### src/sv/csi2rp_pkg.sv
// Shared types, constants and the group packing function of the CSI-2 RAW pixel packer.
`default_nettype none

package csi2rp_pkg;

  localparam int unsigned GroupMax   = 8;
  localparam int unsigned MaxBytes   = 7;
  localparam int unsigned QueueDepth = 2;
  localparam int unsigned PixW       = 24;
  localparam int unsigned StoreW     = 20;
  localparam int unsigned FmtW       = 4;
  localparam int unsigned PosW       = $clog2(GroupMax);
  localparam int unsigned LenW       = $clog2(GroupMax + 1);
  localparam int unsigned CntW       = $clog2(MaxBytes + 1);

  typedef enum logic [FmtW-1:0] {
    FmtRaw6   = 4'd0,
    FmtRaw7   = 4'd1,
    FmtRaw8   = 4'd2,
    FmtRaw10  = 4'd3,
    FmtRaw12  = 4'd4,
    FmtRaw14  = 4'd5,
    FmtRaw16  = 4'd6,
    FmtRaw20  = 4'd7,
    FmtRgb888 = 4'd8
  } fmt_e;

  typedef struct packed {
    logic [PixW-1:0] pixel;
    logic            line_end;
  } pix_req_t;

  typedef struct packed {
    logic [7:0] out_byte;
    logic       run_last;
    logic       line_done;
  } byte_rsp_t;

  // One finished group: its payload bytes in send order, how many, and the line end flag.
  typedef struct packed {
    logic [MaxBytes-1:0][7:0] bytes;
    logic [CntW-1:0]          count;
    logic                     line_end;
  } group_t;

  typedef logic [GroupMax-1:0][PixW-1:0] px_vec_t;

  // Pixels per group; zero for codes that name no format.
  function automatic logic [LenW-1:0] group_len(input logic [FmtW-1:0] fmt);
    logic [LenW-1:0] len;
    case (fmt)
      FmtRaw6:   len = LenW'(4);
      FmtRaw7:   len = LenW'(8);
      FmtRaw8:   len = LenW'(1);
      FmtRaw10:  len = LenW'(4);
      FmtRaw12:  len = LenW'(2);
      FmtRaw14:  len = LenW'(4);
      FmtRaw16:  len = LenW'(1);
      FmtRaw20:  len = LenW'(2);
      FmtRgb888: len = LenW'(1);
      default:   len = '0;
    endcase
    return len;
  endfunction

  function automatic group_t pack_group(input logic [FmtW-1:0] fmt, input px_vec_t p,
                                        input logic line_end);
    group_t g;
    g          = '0;
    g.line_end = line_end;
    case (fmt)
      FmtRaw6: begin
        g.bytes[0] = {p[1][1:0], p[0][5:0]};
        g.bytes[1] = {p[2][3:0], p[1][5:2]};
        g.bytes[2] = {p[3][5:0], p[2][5:4]};
        g.count    = CntW'(3);
      end
      FmtRaw7: begin
        g.bytes[0] = {p[1][0],   p[0][6:0]};
        g.bytes[1] = {p[2][1:0], p[1][6:1]};
        g.bytes[2] = {p[3][2:0], p[2][6:2]};
        g.bytes[3] = {p[4][3:0], p[3][6:3]};
        g.bytes[4] = {p[5][4:0], p[4][6:4]};
        g.bytes[5] = {p[6][5:0], p[5][6:5]};
        g.bytes[6] = {p[7][6:0], p[6][6]};
        g.count    = CntW'(7);
      end
      FmtRaw8: begin
        g.bytes[0] = p[0][7:0];
        g.count    = CntW'(1);
      end
      FmtRaw10: begin
        g.bytes[0] = p[0][9:2];
        g.bytes[1] = p[1][9:2];
        g.bytes[2] = p[2][9:2];
        g.bytes[3] = p[3][9:2];
        g.bytes[4] = {p[3][1:0], p[2][1:0], p[1][1:0], p[0][1:0]};
        g.count    = CntW'(5);
      end
      FmtRaw12: begin
        g.bytes[0] = p[0][11:4];
        g.bytes[1] = p[1][11:4];
        g.bytes[2] = {p[1][3:0], p[0][3:0]};
        g.count    = CntW'(3);
      end
      FmtRaw14: begin
        g.bytes[0] = p[0][13:6];
        g.bytes[1] = p[1][13:6];
        g.bytes[2] = p[2][13:6];
        g.bytes[3] = p[3][13:6];
        g.bytes[4] = {p[1][1:0], p[0][5:0]};
        g.bytes[5] = {p[2][3:0], p[1][5:2]};
        g.bytes[6] = {p[3][5:0], p[2][5:4]};
        g.count    = CntW'(7);
      end
      FmtRaw16: begin
        g.bytes[0] = p[0][15:8];
        g.bytes[1] = p[0][7:0];
        g.count    = CntW'(2);
      end
      FmtRaw20: begin
        g.bytes[0] = p[0][19:12];
        g.bytes[1] = p[0][11:4];
        g.bytes[2] = p[1][19:12];
        g.bytes[3] = p[1][11:4];
        g.bytes[4] = {p[1][3:0], p[0][3:0]};
        g.count    = CntW'(5);
      end
      FmtRgb888: begin
        g.bytes[0] = p[0][7:0];
        g.bytes[1] = p[0][15:8];
        g.bytes[2] = p[0][23:16];
        g.count    = CntW'(3);
      end
      default: begin
        g.count = '0;
      end
    endcase
    return g;
  endfunction

endpackage

`default_nettype wire

### src/sv/csi2rp_front.sv
// Front end: format register, pixel gathering into groups and packing of each finished group.
`default_nettype none

module csi2rp_front (
  input  wire logic                       clk_i,
  input  wire logic                       rst_ni,
  input  wire logic                       cfg_valid_i,
  input  wire logic [csi2rp_pkg::FmtW-1:0] cfg_data_i,
  output logic                            cfg_ready_o,
  input  wire logic                       in_valid_i,
  input  wire csi2rp_pkg::pix_req_t       in_req_i,
  output logic                            in_ready_o,
  input  wire logic                       q_full_i,
  output logic                            q_push_o,
  output csi2rp_pkg::group_t              q_data_o
);

  logic [csi2rp_pkg::FmtW-1:0] fmt_q, fmt_d;
  logic [csi2rp_pkg::PosW-1:0] pos_q, pos_d;
  logic [csi2rp_pkg::StoreW-1:0] grp_q [csi2rp_pkg::GroupMax-2:0];

  logic                          accept;
  logic                          fmt_ok;
  logic                          completes;
  logic                          store;
  logic [csi2rp_pkg::LenW-1:0]   len;
  logic [csi2rp_pkg::PosW-1:0]   pos_eff;
  csi2rp_pkg::px_vec_t           px;

  assign cfg_ready_o = 1'b1;
  assign in_ready_o  = ~q_full_i;
  assign accept      = in_valid_i & in_ready_o;

  assign fmt_ok = (fmt_q <= csi2rp_pkg::FmtW'(csi2rp_pkg::FmtRgb888));
  assign len    = csi2rp_pkg::group_len(fmt_q);

  // A stale position at or beyond the group size starts a fresh group.
  assign pos_eff   = ({1'b0, pos_q} >= len) ? '0 : pos_q;
  assign completes = fmt_ok & (({1'b0, pos_eff} + csi2rp_pkg::LenW'(1)) >= len);
  assign store     = accept & fmt_ok & ~completes;
  assign q_push_o  = accept & completes;

  always_comb begin
    px = '0;
    for (int i = 0; i < csi2rp_pkg::GroupMax - 1; i++) begin
      if (csi2rp_pkg::PosW'(i) < pos_eff) begin
        px[i] = {{(csi2rp_pkg::PixW - csi2rp_pkg::StoreW){1'b0}}, grp_q[i]};
      end
    end
    px[pos_eff] = in_req_i.pixel;
  end

  assign q_data_o = csi2rp_pkg::pack_group(fmt_q, px, in_req_i.line_end);

  always_comb begin
    fmt_d = fmt_q;
    pos_d = pos_q;
    if (cfg_valid_i && cfg_ready_o) begin
      fmt_d = cfg_data_i;
      pos_d = '0;
    end else if (accept) begin
      if (store && !in_req_i.line_end) begin
        pos_d = pos_eff + csi2rp_pkg::PosW'(1);
      end else begin
        pos_d = '0;
      end
    end
  end

  always_ff @(posedge clk_i or negedge rst_ni) begin
    if (!rst_ni) begin
      fmt_q <= csi2rp_pkg::FmtRaw8;
      pos_q <= '0;
    end else begin
      fmt_q <= fmt_d;
      pos_q <= pos_d;
    end
  end

  always_ff @(posedge clk_i) begin
    if (store) begin
      grp_q[pos_eff] <= in_req_i.pixel[csi2rp_pkg::StoreW-1:0];
    end
  end

endmodule

`default_nettype wire

### src/sv/csi2rp_fifo.sv
// Short queue of packed groups between the front end and the byte serializer.
`default_nettype none

module csi2rp_fifo #(
  parameter int unsigned Depth = csi2rp_pkg::QueueDepth
) (
  input  wire logic                clk_i,
  input  wire logic                rst_ni,
  input  wire logic                push_i,
  input  wire csi2rp_pkg::group_t  push_data_i,
  output logic                     full_o,
  input  wire logic                pop_i,
  output logic                     valid_o,
  output csi2rp_pkg::group_t       head_o
);

  localparam int unsigned PtrW = (Depth > 1) ? $clog2(Depth) : 1;
  localparam int unsigned NumW = $clog2(Depth + 1);

  csi2rp_pkg::group_t mem_q [Depth];
  logic [PtrW-1:0] wr_ptr_q, wr_ptr_d, rd_ptr_q, rd_ptr_d;
  logic [NumW-1:0] num_q, num_d;

  assign full_o  = (num_q == NumW'(Depth));
  assign valid_o = (num_q != '0);
  assign head_o  = mem_q[rd_ptr_q];

  always_comb begin
    wr_ptr_d = wr_ptr_q;
    rd_ptr_d = rd_ptr_q;
    num_d    = num_q;
    if (push_i) begin
      wr_ptr_d = (wr_ptr_q == PtrW'(Depth - 1)) ? '0 : wr_ptr_q + PtrW'(1);
    end
    if (pop_i) begin
      rd_ptr_d = (rd_ptr_q == PtrW'(Depth - 1)) ? '0 : rd_ptr_q + PtrW'(1);
    end
    if (push_i && !pop_i) begin
      num_d = num_q + NumW'(1);
    end else if (pop_i && !push_i) begin
      num_d = num_q - NumW'(1);
    end
  end

  always_ff @(posedge clk_i or negedge rst_ni) begin
    if (!rst_ni) begin
      wr_ptr_q <= '0;
      rd_ptr_q <= '0;
      num_q    <= '0;
    end else begin
      wr_ptr_q <= wr_ptr_d;
      rd_ptr_q <= rd_ptr_d;
      num_q    <= num_d;
    end
  end

  always_ff @(posedge clk_i) begin
    if (push_i) begin
      mem_q[wr_ptr_q] <= push_data_i;
    end
  end

endmodule

`default_nettype wire

### src/sv/csi2rp_serializer.sv
// Back end: sends queued group bytes one per cycle via an output register unless stalled.
`default_nettype none

module csi2rp_serializer (
  input  wire logic                clk_i,
  input  wire logic                rst_ni,
  input  wire logic                q_valid_i,
  input  wire csi2rp_pkg::group_t  q_head_i,
  output logic                     q_pop_o,
  output logic                     out_valid_o,
  input  wire logic                out_ready_i,
  output csi2rp_pkg::byte_rsp_t    out_rsp_o
);

  logic [csi2rp_pkg::CntW-1:0] idx_q, idx_d;
  logic                        out_valid_q, out_valid_d;
  csi2rp_pkg::byte_rsp_t       out_q;
  logic                        slot_free;
  logic                        emit;
  logic                        last;

  assign slot_free = ~out_valid_q | out_ready_i;
  assign emit      = slot_free & q_valid_i;
  assign last      = (idx_q == q_head_i.count - csi2rp_pkg::CntW'(1));
  assign q_pop_o   = emit & last;

  assign out_valid_o = out_valid_q;
  assign out_rsp_o   = out_q;

  always_comb begin
    idx_d       = idx_q;
    out_valid_d = out_valid_q & ~out_ready_i;
    if (emit) begin
      out_valid_d = 1'b1;
      idx_d       = last ? '0 : idx_q + csi2rp_pkg::CntW'(1);
    end
  end

  always_ff @(posedge clk_i or negedge rst_ni) begin
    if (!rst_ni) begin
      idx_q       <= '0;
      out_valid_q <= 1'b0;
    end else begin
      idx_q       <= idx_d;
      out_valid_q <= out_valid_d;
    end
  end

  always_ff @(posedge clk_i) begin
    if (emit) begin
      out_q.out_byte  <= q_head_i.bytes[idx_q];
      out_q.run_last  <= last;
      out_q.line_done <= last & q_head_i.line_end;
    end
  end

endmodule

`default_nettype wire

### src/sv/csi2_raw_pixel_packer_unit.sv
// Top level of the CSI-2 RAW pixel packer: front end, group queue and byte serializer.
`default_nettype none

// Packs one pixel per request into CSI-2 payload bytes in the format held in the pixel_format
// register (RAW6 to RAW20 and RGB888); a partial group at line end is dropped and a format
// write drops any partial group. The front end takes one pixel per cycle while the group
// queue (QUEUE_DEPTH entries) has room; the serializer sends one byte per cycle while
// out_ready_i is high, so where a group has more bytes than pixels the serializer limits
// the sustained pixel rate. A completed group is written into the group queue and its bytes
// then leave through the one-byte output register.
module csi2_raw_pixel_packer_unit #(
  parameter int unsigned QUEUE_DEPTH = csi2rp_pkg::QueueDepth
) (
  input  wire logic                        clk_i,
  input  wire logic                        rst_ni,
  input  wire logic                        cfg_valid_i,
  input  wire logic [csi2rp_pkg::FmtW-1:0] cfg_data_i,
  output logic                             cfg_ready_o,
  input  wire logic                        in_valid_i,
  input  wire csi2rp_pkg::pix_req_t        in_req_i,
  output logic                             in_ready_o,
  output logic                             out_valid_o,
  input  wire logic                        out_ready_i,
  output csi2rp_pkg::byte_rsp_t            out_rsp_o
);

  logic               q_full;
  logic               q_push;
  logic               q_pop;
  logic               q_valid;
  csi2rp_pkg::group_t q_wdata;
  csi2rp_pkg::group_t q_head;

  csi2rp_front u_front (
    .clk_i       (clk_i),
    .rst_ni      (rst_ni),
    .cfg_valid_i (cfg_valid_i),
    .cfg_data_i  (cfg_data_i),
    .cfg_ready_o (cfg_ready_o),
    .in_valid_i  (in_valid_i),
    .in_req_i    (in_req_i),
    .in_ready_o  (in_ready_o),
    .q_full_i    (q_full),
    .q_push_o    (q_push),
    .q_data_o    (q_wdata)
  );

  csi2rp_fifo #(
    .Depth (QUEUE_DEPTH)
  ) u_fifo (
    .clk_i       (clk_i),
    .rst_ni      (rst_ni),
    .push_i      (q_push),
    .push_data_i (q_wdata),
    .full_o      (q_full),
    .pop_i       (q_pop),
    .valid_o     (q_valid),
    .head_o      (q_head)
  );

  csi2rp_serializer u_serializer (
    .clk_i       (clk_i),
    .rst_ni      (rst_ni),
    .q_valid_i   (q_valid),
    .q_head_i    (q_head),
    .q_pop_o     (q_pop),
    .out_valid_o (out_valid_o),
    .out_ready_i (out_ready_i),
    .out_rsp_o   (out_rsp_o)
  );

endmodule

`default_nettype wire
### config.mk
export PLATFORM = sky130hd
export DESIGN_NAME = csi2_raw_pixel_packer_unit
export DESIGN_NICKNAME = d
export VERILOG_FILES = /design/src/sv/csi2rp_pkg.sv /design/src/sv/csi2rp_front.sv /design/src/sv/csi2rp_fifo.sv /design/src/sv/csi2rp_serializer.sv /design/src/sv/csi2_raw_pixel_packer_unit.sv
export SDC_FILE = /design/constraint.sdc
export NUM_CORES = 1
export LEC_CHECK = 0
export BUFFER_PORTS_ARGS = -buffer_cell sky130_fd_sc_hd__buf_2
export CORE_MARGIN = 3
export CORE_UTILIZATION = 50
export CTS_CLUSTER_DIAMETER = 40
export DETAILED_ROUTE_END_ITERATION = 16
export PLACE_DENSITY = 0.67
export SYNTH_ARGS = -nofsm -noshare
export SYNTH_HDL_FRONTEND = slang
export SYNTH_SLANG_ARGS = --single-unit
### constraint.sdc
create_clock -name clk_i -period 10 [get_ports clk_i]
set_input_delay 1 -clock clk_i [delete_from_list [all_inputs] [get_ports clk_i]]
set_output_delay 1 -clock clk_i [all_outputs]
set_load 0.005 [all_outputs]
==> metrics.txt, run 1 <==
status complete, no violations; CTS Root Cell clkbuf_16; Placement Cell Area 12100 um2; die area 25300 um2; core area approximately 23000 um2; cell row count 55; CP startpoint kind flip-flop; PostCTS Resize Cnt 0; H-tree depth 1; ys flop type edfxtp_1; total gr overflow 0; placed cell count approximately 1300; post-synthesis mux area share 0.0702; Die Ht approximately 160 um; Non-Filler Instances around 1300; Final ANT Viol Nets 0; Min-Delay Path Class input port to async pin; Required @ worst endpoint between 10000 and 15000 ps; CTS Hold Bufs 0; Placer Congestion around 1.0; TritonCTS clock tree done; Setup CP Type flip-flop to flip-flop; Post-Synth Simple-Gate Area 0.107; Slew HR 0.170; Post-Syn Instances about 990; post-synthesis xor/xnor area fraction 0.00749; FF+latch count, synth around 230; leak pwr 4.51 nW; fraction of the mapped netlist area in compound gates 0.174; clock sink count 234; Final period util 0.596; Ports 47; register-to-register setup slack 4040 ps; routed wire length between 30000 and 40000 um; drt initial violations approximately 1100; final hold viol count 0; Netlist cell types 64; post-CTS setup repair buffer count 0; register area share after synthesis 0.595; Reg2Reg Depth 19; maxcap violations 0; asr flop ratio synth 0.0641; nets roughly 1100; first-pass GRT wire length between 50000 and 60000 um; Num CTS Buffers 30; largest family of logic cells by synthesized area compound AO/OA/AOI/OAI gates; Max VDD drop 159 uV; Sum Neg Setup Slack 0 ps; Post-Syn Area ~12000 um2; clk buf depth 3; total track usage 0.261; Setup crit end kind flip-flop; clock latency on the worst-skew pair ~550 ps; synth warn 0; CP Data Arrival Time a little over 6000 ps; initial antenna violation count 0; syn_nets between 1000 and 1500; DRC 0; DR vias slightly below 9000; vias in the first global route about 8000; hpwl dp 22700 um; Synth-to-Final Area Change 12.5%; port bufs between 40 and 50; Antenna Cells 0; Clock Skews approximately 13 ps; Worst Hold Slack 360 ps; worst slew pin tran between 1000 and 1500 ps; Max Slew Vio Count 0; final instance area roughly 13000 um2; number of detailed-route iterations in the first pass 6; pwr dens 221 nW/um2; Tmin final approximately 6000 ps; Total Power slightly below 0.003 W; Adder-Cell Fraction of Synth Area 0.0161; f_max around 170 MHz; ratio of cells with drive above 1 in the final layout 0.157; Vias/cell about 6.4; mean post-synth cell area roughly 12 um2; register clock-pin slew on the reported worst setup and hold paths 60 ps; Final setup violation count 0; RSZ-0062 raised after global routing false; wire per inst about 25 um; EDFF count, synth 219; starting density of the core 0.513; largest net degree at the start of global routing 67; die width 159 um; maximum fanout along the worst path 15
-- layout make-up --
cell class,count,area (um2)
clock buffer,31,776
clock inverter,25,245
fill,1858,9620
inverter,9,33.8
multi-input combinational,669,4410
sequential,234,6960
tap,313,392
timing repair buffer,61,345
-- cell families (layout without fill, tap and decap cells) --
group | count (synthesis) | count (layout)
AO/OA/AOI/OAI | 312 | 312
AND/OR/NAND/NOR | 276 | 276
flip-flops | 234 | 234
buffers and inverters | 86 | 126
multiplexers | 55 | 55
adder cells (fa/ha/maj) | 15 | 15
XOR/XNOR | 10 | 10
other | 1 | 1
-- synth_stat cells, drive strengths merged (8+ instances only) --
cell      n  area share
dfrtp    14       0.030
mux2i    28       0.024
and2      8      0.0043
a22oi    46       0.030
a21oi    51       0.022
nor2     62       0.020
nand3    18      0.0077
clkbuf   55       0.018
ha       15       0.016
a31oi     8      0.0043
o211ai   11      0.0071
inv       8      0.0026
a22o     19       0.014
o22ai    40       0.022
nand2b   22       0.012
edfxtp  219        0.56
o21ai    86       0.037
nand2   125       0.040
mux4     21       0.040
buf      22       0.010
-- worst max-delay path, stage by stage (launching register included) --
cell	delay [ps]
dfstp_2	540
inv_1	70
ha_1	260
and3b_1	380
nand2b_1	250
ha_1	200
nor2b_1	140
o21ai_1	520
nand2_1	550
nand2_1	270
inv_1	80
ha_1	190
xnor2_1	210
ha_1	260
o21ai_0	80
nand2b_1	80
a21oi_1	220
o21ai_2	90
buf_4	190
nor4_1	1000
-- path summary, 6_finish.rpt --
kind,from,end
max in group asynchronous,rst_ni,u_front.fmt_q[1]
min,rst_ni,u_front.fmt_q[3]
max reg2reg,u_front.fmt_q[1],u_front.grp_q[5][6]
min reg2reg,u_serializer.out_valid_o,u_serializer.out_valid_o
max,u_front.fmt_q[1],u_front.grp_q[5][6]
min in group clk_i,u_serializer.out_valid_o,u_serializer.out_valid_o
-- where the power goes --
group | switching, W | internal, W
Sequential | 0.0000515 | 0.00120
Clock | 0.000430 | 0.000631
Combinational | 0.000355 | 0.000238
-- registers in the layout, indices dropped and copies added, names as in the netlist --
register,count
u_front.fmt_q,4
u_serializer.idx_q,3
u_fifo.rd_ptr_q,1
u_front.grp_q,89
u_front.pos_q,3
u_fifo.wr_ptr_q,1
u_fifo.mem_q,120
u_serializer.out_valid_o,1
u_fifo.num_q,2
u_serializer.out_rsp_o,10
-- per-layer routing --
| metal | part of all wire | vias up | GRT usage |
|---|---|---|---|
| met4 | 0.039 | 0 | 0.0800 |
| met5 | 0 | - | 0 |
| met2 | 0.44 | 489 | 0.394 |
| li1 | - | 3849 | - |
| met1 | 0.43 | 4203 | 0.391 |
| met3 | 0.089 | 106 | 0.0425 |
-- layout by cell type (no fill, tap or decap), drive strengths merged, types with 11 or more instances in the layout --
cell | Yosys | final
edfxtp | 219 | 219
nand2 | 125 | 125
o21ai | 86 | 86
nor2 | 62 | 62
buf | 22 | 61
a21oi | 51 | 51
a22oi | 46 | 46
o22ai | 40 | 40
clkbuf | 55 | 31
mux2i | 28 | 28
nand2b | 22 | 22
mux4 | 21 | 21
a22o | 19 | 19
nand3 | 18 | 18
inv | 8 | 16
ha | 15 | 15
dfrtp | 14 | 14
clkinv | 1 | 13
o211ai | 11 | 11
-- through the flow --
stage / util / setup slack (ps)
2_1_floorplan: - / 3190
3_3_place_gp: 0.533 / 4290
3_5_place_dp: 0.533 / 4170
4_1_cts: 0.578 / 4120
5_1_grt: 0.578 / 3610
6_report: 0.578 / 4040
Note: power is estimated with default switching activity, not from simulation.
==> run 2: changes to the inputs <==
clock period = 5.6 ns   (was 10 ns; I/O delays follow)
==> run 2 against run 1 <==
Effect of this change:
- maximum frequency grew 21%
- clock skew is 8.5 ps higher
- non-clock buffer count up 5
- setup slack lost 3300 ps
- hold slack worse by 110 ps
- total power rose by 75%
- critical path type unchanged
==> metrics.txt, run 2 (same netlist as run 1, synthesis figures left out) <==
status complete, no violations; clock sink count between 200 and 250; # fillers 1860; register clock-pin slew on the reported worst setup and hold paths approximately 50 ps; DR vias 8629; leak pwr 4.51 nW; Ports 47; Synth-to-Final Area Change 12.6%; post-CTS setup repair buffer count 0; die width about 160 um; Vias/cell 6.41; largest net degree at the start of global routing 66; cell row count 55; Worst Hold Slack roughly 240 ps; PostCTS Resize Cnt 0; Setup crit end kind flip-flop; nets 1059; maxcap violations 0; maximum fanout along the worst path 15; H-tree depth 1; final hold viol count 0; port bufs 45; f_max between 200 and 250 MHz; Biggest register u_fifo.mem_q; wire per inst 24.7 um; Total Power roughly 0.005 W; CP max stage delay between 500 and 600 ps; most frequent cells in the layout edfxtp_1 (219), nand2_1 (125), o21ai_0 (82); clk buf depth 3; master of the slowest instance on the critical path dfstp_2; ratio of cells with drive above 1 in the final layout 0.155; pwr dens just under 400 nW/um2; Sum Neg Setup Slack 0 ps; Max VDD drop around 230 uV; core area roughly 23000 um2; vias in the first global route roughly 8100; hpwl dp 23100 um; die area ~25000 um2; first-pass GRT wire length 50800 um; TritonCTS clock tree done; initial antenna violation count 0; RSZ-0062 raised after global routing false; Required @ worst endpoint between 5000 and 6000 ps; Largest register FFs 120; Final setup violation count 0; Max Slew Vio Count 0; Num CTS Buffers 30; Clock Skews roughly 21 ps; Slew HR 0.339; CP startpoint kind flip-flop; CTS Root Cell clkbuf_16; Tmin final between 4000 and 5000 ps; Final period util 0.876; Die Ht around 160 um; Critical Path, Cell by Cell inv_1 -> ha_1 -> and3b_1 -> nand2b_1 -> ha_1 -> nor2b_1 -> o21ai_1 -> buf_4 -> nand2_1 -> nand2_1 -> inv_1 -> ha_1 -> xnor2_1 -> ha_1 -> o21ai_0 -> nand2b_1 -> a21oi_1 -> o21ai_2 -> buf_4 -> nor2_1 -> and2_1; starting density of the core 0.513; drt initial violations 942; DRC 0; final instance area 13200 um2; Placement Cell Area about 12000 um2; Placer Congestion 0.995; number of detailed-route iterations in the first pass 5; Min-Delay Path Class input port to flip-flop; clock latency on the worst-skew pair 550 ps; Antenna Cells 0; Setup CP Type flip-flop to flip-flop; worst slew pin tran 986 ps; most common cell after layout, fill and taps aside edfxtp_1; routed wire length ~33000 um; Final ANT Viol Nets 0; most used cell along the critical path ha_1; CP Data Arrival Time about 5100 ps; total gr overflow 0; total track usage 0.259
-- run 2: cell types whose count changed in the layout (fill, tap and decap cells not counted) --
cell,delta
buf_12,+3
buf_4,+1
bufinv_16,-2
clkbuf_1,+5
clkbuf_8,+2
clkinv_2,+2
clkinv_4,-4
clkinv_8,-1
dlygate4sd3_1,+1
inv_6,-3
nor4_2,-1
nor4_4,+1
-- run 2: what timing repair did --
item                                    in CTS  in global routing
hold buffers                                 1                  0
endpoints found under the setup margin       0                  0
hold endpoints to repair                    14                  0
-- run 2: stage by stage --
step | setup WS, ps | cells | util
6_report | 693 | 1346 | 0.578
5_1_grt | 378 | 1346 | 0.578
4_1_cts | 768 | 1346 | 0.578
3_5_place_dp | 797 | 1290 | 0.536
3_3_place_gp | 904 | 1290 | 0.536
2_1_floorplan | 134 | 989 | -
-- run 2: layer usage --
metal | wire length (um) | vias up | share of wire | track usage
met4 | 1340 | 0 | 0.040 | 0.0883
met5 | 0 | - | 0 | 0
li1 | - | 3852 | - | -
met3 | 2930 | 88 | 0.088 | 0.0501
met1 | 14200 | 4174 | 0.43 | 0.379
met2 | 14700 | 515 | 0.44 | 0.391
-- run 2: worst paths after layout --
kind / startpoint / end / slack [ps] / cells past startpoint
setup / recovery: u_front.fmt_q[1] / u_front.grp_q[3][0] / 690 / 21
hold / removal: cfg_data_i[0] / u_front.fmt_q[0] / 240 / 3
setup reg to reg: u_front.fmt_q[1] / u_front.grp_q[3][0] / 690 / 21
hold reg to reg: u_serializer.out_valid_o / u_serializer.out_valid_o / 500 / 2
max in group asynchronous: rst_ni / u_front.fmt_q[1] / 4830 / 2
min in group asynchronous: rst_ni / u_front.pos_q[0] / 460 / 2
-- run 2: cell type report --
class / instances / area, um2 / area share
Sequential cell: 234 / 6960 / 0.529
Inverter: 9 / 33.8 / 0.00257
Tap cell: 313 / 392 / 0.0298
Clock inverter: 17 / 118 / 0.00894
Clock buffer: 38 / 822 / 0.0625
Timing Repair Buffer: 66 / 423 / 0.0321
Multi-Input combinational cell: 669 / 4420 / 0.336
-- run 2: critical path: cells and delay by family, from the launching register on --
kind,cells,cell delay [ps]
simple gates,8,1720
fa+ha+maj,4,1010
flops,1,550
buf+inv,4,520
compound gates,4,510
xor+xnor,1,230
-- run 2: power breakdown --
group	switching [W]	total, W	internal [W]
combinational	0.000601	0.00104	0.000441
clock	0.000717	0.00176	0.00105
sequential	0.000136	0.00228	0.00215
total	0.00145	0.00509	0.00363
==> run 3: changes to the inputs <==
SYNTH_HIERARCHICAL = 1   (was unset)
==> run 3 against run 2 <==
Effect of this change:
- sequential share of layout area shrank 2.8 points
- largest power group unchanged
- wire length grew 7.5%
- cell count grew 1.9%
- setup slack lost 35 ps
- final area grew 5.5%
- highest routed layer unchanged
- combinational power grew 32%
- hold slack lost 31 ps
- total power grew 8.4%
- clock skew shrank 5.9 ps
- flip-flop and latch count is the same
- via count grew 2.4%
- first-iteration DRC count grew 7.5%
==> metrics.txt, run 3 <==
leak pwr just under 5 nW; pre-CTS setup slack ~750 ps; register area share after synthesis 0.557; TritonCTS clock tree done; maxcap violations 0; Synth area leaders edfxtp_1 (53%), mux2_4 (7.1%), dfrtp_1 (2.8%), nand2_1 (2.6%), a21oi_1 (2.2%); CTS Root Cell clkbuf_16; Largest register FFs 120; CP startpoint kind flip-flop; Max VDD drop approximately 250 uV; starting density of the core 0.511; Netlist cell types 81; Synth area leader edfxtp_1; routed wire length about 36000 um; Final period util 0.882; Antenna Cells 0; GR peak layer met2; maximum fanout along the worst path 31; ys flop type edfxtp_1; CP Data Arrival Time between 5000 and 6000 ps; routing usage on met3 0.0439; pwr dens ~400 nW/um2; clock sink count ~230; M1 GR Usage 0.385; Final setup violation count 0; Multi-input gate area around 5000 um2; Tmin final between 4000 and 5000 ps; clock latency on the worst-skew pair around 550 ps; Num CTS Buffers 31; clk buf depth 3; RSZ-0062 raised after global routing false; hpwl dp ~25000 um; asr flop ratio synth 0.0641; Synth top area share 0.527; total gr overflow 0; M2 GR Usage 0.406; Setup crit end kind flip-flop; status complete, no violations; Die Ht roughly 160 um; number of detailed-route iterations in the first pass 6; Synth-to-Final Area Change 11.3%; Reg2Reg Depth 17; Setup CP Type flip-flop to flip-flop; Post-Syn Area 12500 um2; first-pass GRT wire length roughly 53000 um; initial antenna violation count 0; mean post-synth cell area between 10 and 15 um2; H-tree depth 1; most frequent cells after synthesis edfxtp_1 (219), nand2_1 (85), nor2_1 (61); register clock-pin slew on the reported worst setup and hold paths around 50 ps; drt initial violations about 1000; die area between 20000 and 30000 um2; most frequent cells in the layout edfxtp_1 (219), nand2_1 (85), nor2_1 (61); syn_nets approximately 1000; Vias/cell 6.44; vias in the first global route 8208; Placer Congestion between 1 and 1.5; hold path depth 3; PostCTS Resize Cnt 0; Slew HR 0.220; setup ws final around 660 ps; f_max 202 MHz; # fillers 2035; post-CTS setup repair buffer count 0; die width approximately 160 um; Post-Syn Instances slightly below 1000; worst slew pin tran 1160 ps; Ports 47; Sequential Area between 6000 and 7000 um2; Biggest register u_fifo/mem_q; Sum Neg Setup Slack 0 ps; final hold viol count 0; most common cell after layout, fill and taps aside edfxtp_1; nets ~1100; ratio of cells with drive above 1 in the final layout 0.217; cell row count between 50 and 60; DR vias between 8000 and 9000; synth warn 6; wire per inst 26.0 um; EDFF count, synth ~220; largest net degree at the start of global routing 61; Max Slew Vio Count 0; core area 24400 um2; Required @ worst endpoint 5780 ps; Clock Skews ~15 ps; FF+latch count, synth approximately 230; Final ANT Viol Nets 0; DRC 0; most frequent cell after synthesis edfxtp_1; Min-Delay Path Class input port to flip-flop; port bufs 45; total track usage 0.264
[run 3: cell types whose count changed after synthesis, sizes merged, moves of 19 or more]
| cell | before | now |
|---|---|---|
| nand2 | 125 | 85 |
| clkbuf | 55 | 34 |
| buf | 22 | 41 |
| mux2 | 6 | 61 |
| o21ai | 86 | 53 |
| nand3 | 18 | 38 |
| a22oi | 46 | 23 |
[run 3: kinds of logic (layout without fill, tap and decap cells)]
group                    after synthesis  in the layout  share of synthesized area
buffers and inverters                 92            146                     0.0454
adder cells (fa/ha/maj)               16             16                     0.0160
XOR/XNOR                               9              9                    0.00742
flip-flops                           234            234                      0.557
AO/OA/AOI/OAI                        293            293                      0.167
multiplexers                          95             95                      0.108
other                                  1              1                   0.000301
AND/OR/NAND/NOR                      254            254                     0.0984
[run 3: what timing repair did]
action / in CTS / in global routing
hold buffers: 1 / 0
endpoints found under the setup margin: 0 / 0
endpoints found under the hold margin: 14 / 0
[run 3: path summary, 6_finish.rpt]
| kind | endpoint | slack, ps | start |
|---|---|---|---|
| max in group asynchronous | u_front/fmt_q[1] | 4840 | rst_ni |
| worst max-delay path | u_front/grp_q[5][5] | 660 | u_front/fmt_q[1] |
| worst min-delay path | u_front/fmt_q[3] | 210 | cfg_data_i[3] |
| min in group asynchronous | u_fifo/wr_ptr_q | 450 | rst_ni |
| worst max register to register | u_front/grp_q[5][5] | 660 | u_front/fmt_q[1] |
| worst min register to register | u_fifo/num_q[1] | 480 | u_fifo/num_q[1] |
[run 3: routing by layer]
metal | part of all wire | wire, um
met1 | 0.43 | 15200
met2 | 0.45 | 15900
met3 | 0.090 | 3200
met4 | 0.038 | 1340
met5 | 0 | 0
[run 3: layout make-up]
| type | instances | share of cell area |
|---|---|---|
| Inverter | 17 | 0.00514 |
| Tap cell | 324 | 0.0292 |
| Clock buffer | 32 | 0.0561 |
| Sequential cell | 234 | 0.501 |
| Multi-Input combinational cell | 668 | 0.359 |
| Clock inverter | 26 | 0.0169 |
| Timing Repair Buffer | 71 | 0.0323 |
[run 3: metrics by stage]
stage	utilization	hold slack, ps	total power, W	instances	instance area, um2
floorplan	-	264	0.00342	994	12500
global placement	0.527	464	0.00367	1313	12900
detailed placement	0.527	473	0.00369	1313	12900
CTS	0.569	208	0.00557	1372	13900
global route	0.569	227	0.00575	1372	13900
finish	0.569	214	0.00551	1372	13900
[run 3: where the power goes]
group	internal (W)	total (W)	switching, W
combinational	0.000646	0.00137	0.000725
clock	0.00109	0.00186	0.000776
sequential	0.00216	0.00228	0.000124
[run 3: worst max-delay path, cell delays in order, from the launching register on]
cell and delay, ps:
dfstp_2 550, inv_1 70, ha_1 280, nor2b_1 180, nand2_1 80, buf_4 220, nand2_1 120, ha_1 280
nor2b_1 160, o21a_1 490, nor2_8 190, nor3_1 270, ha_1 280, a21oi_1 180, o211ai_1 110, buf_4 190
or3_1 400, nor2_1 460
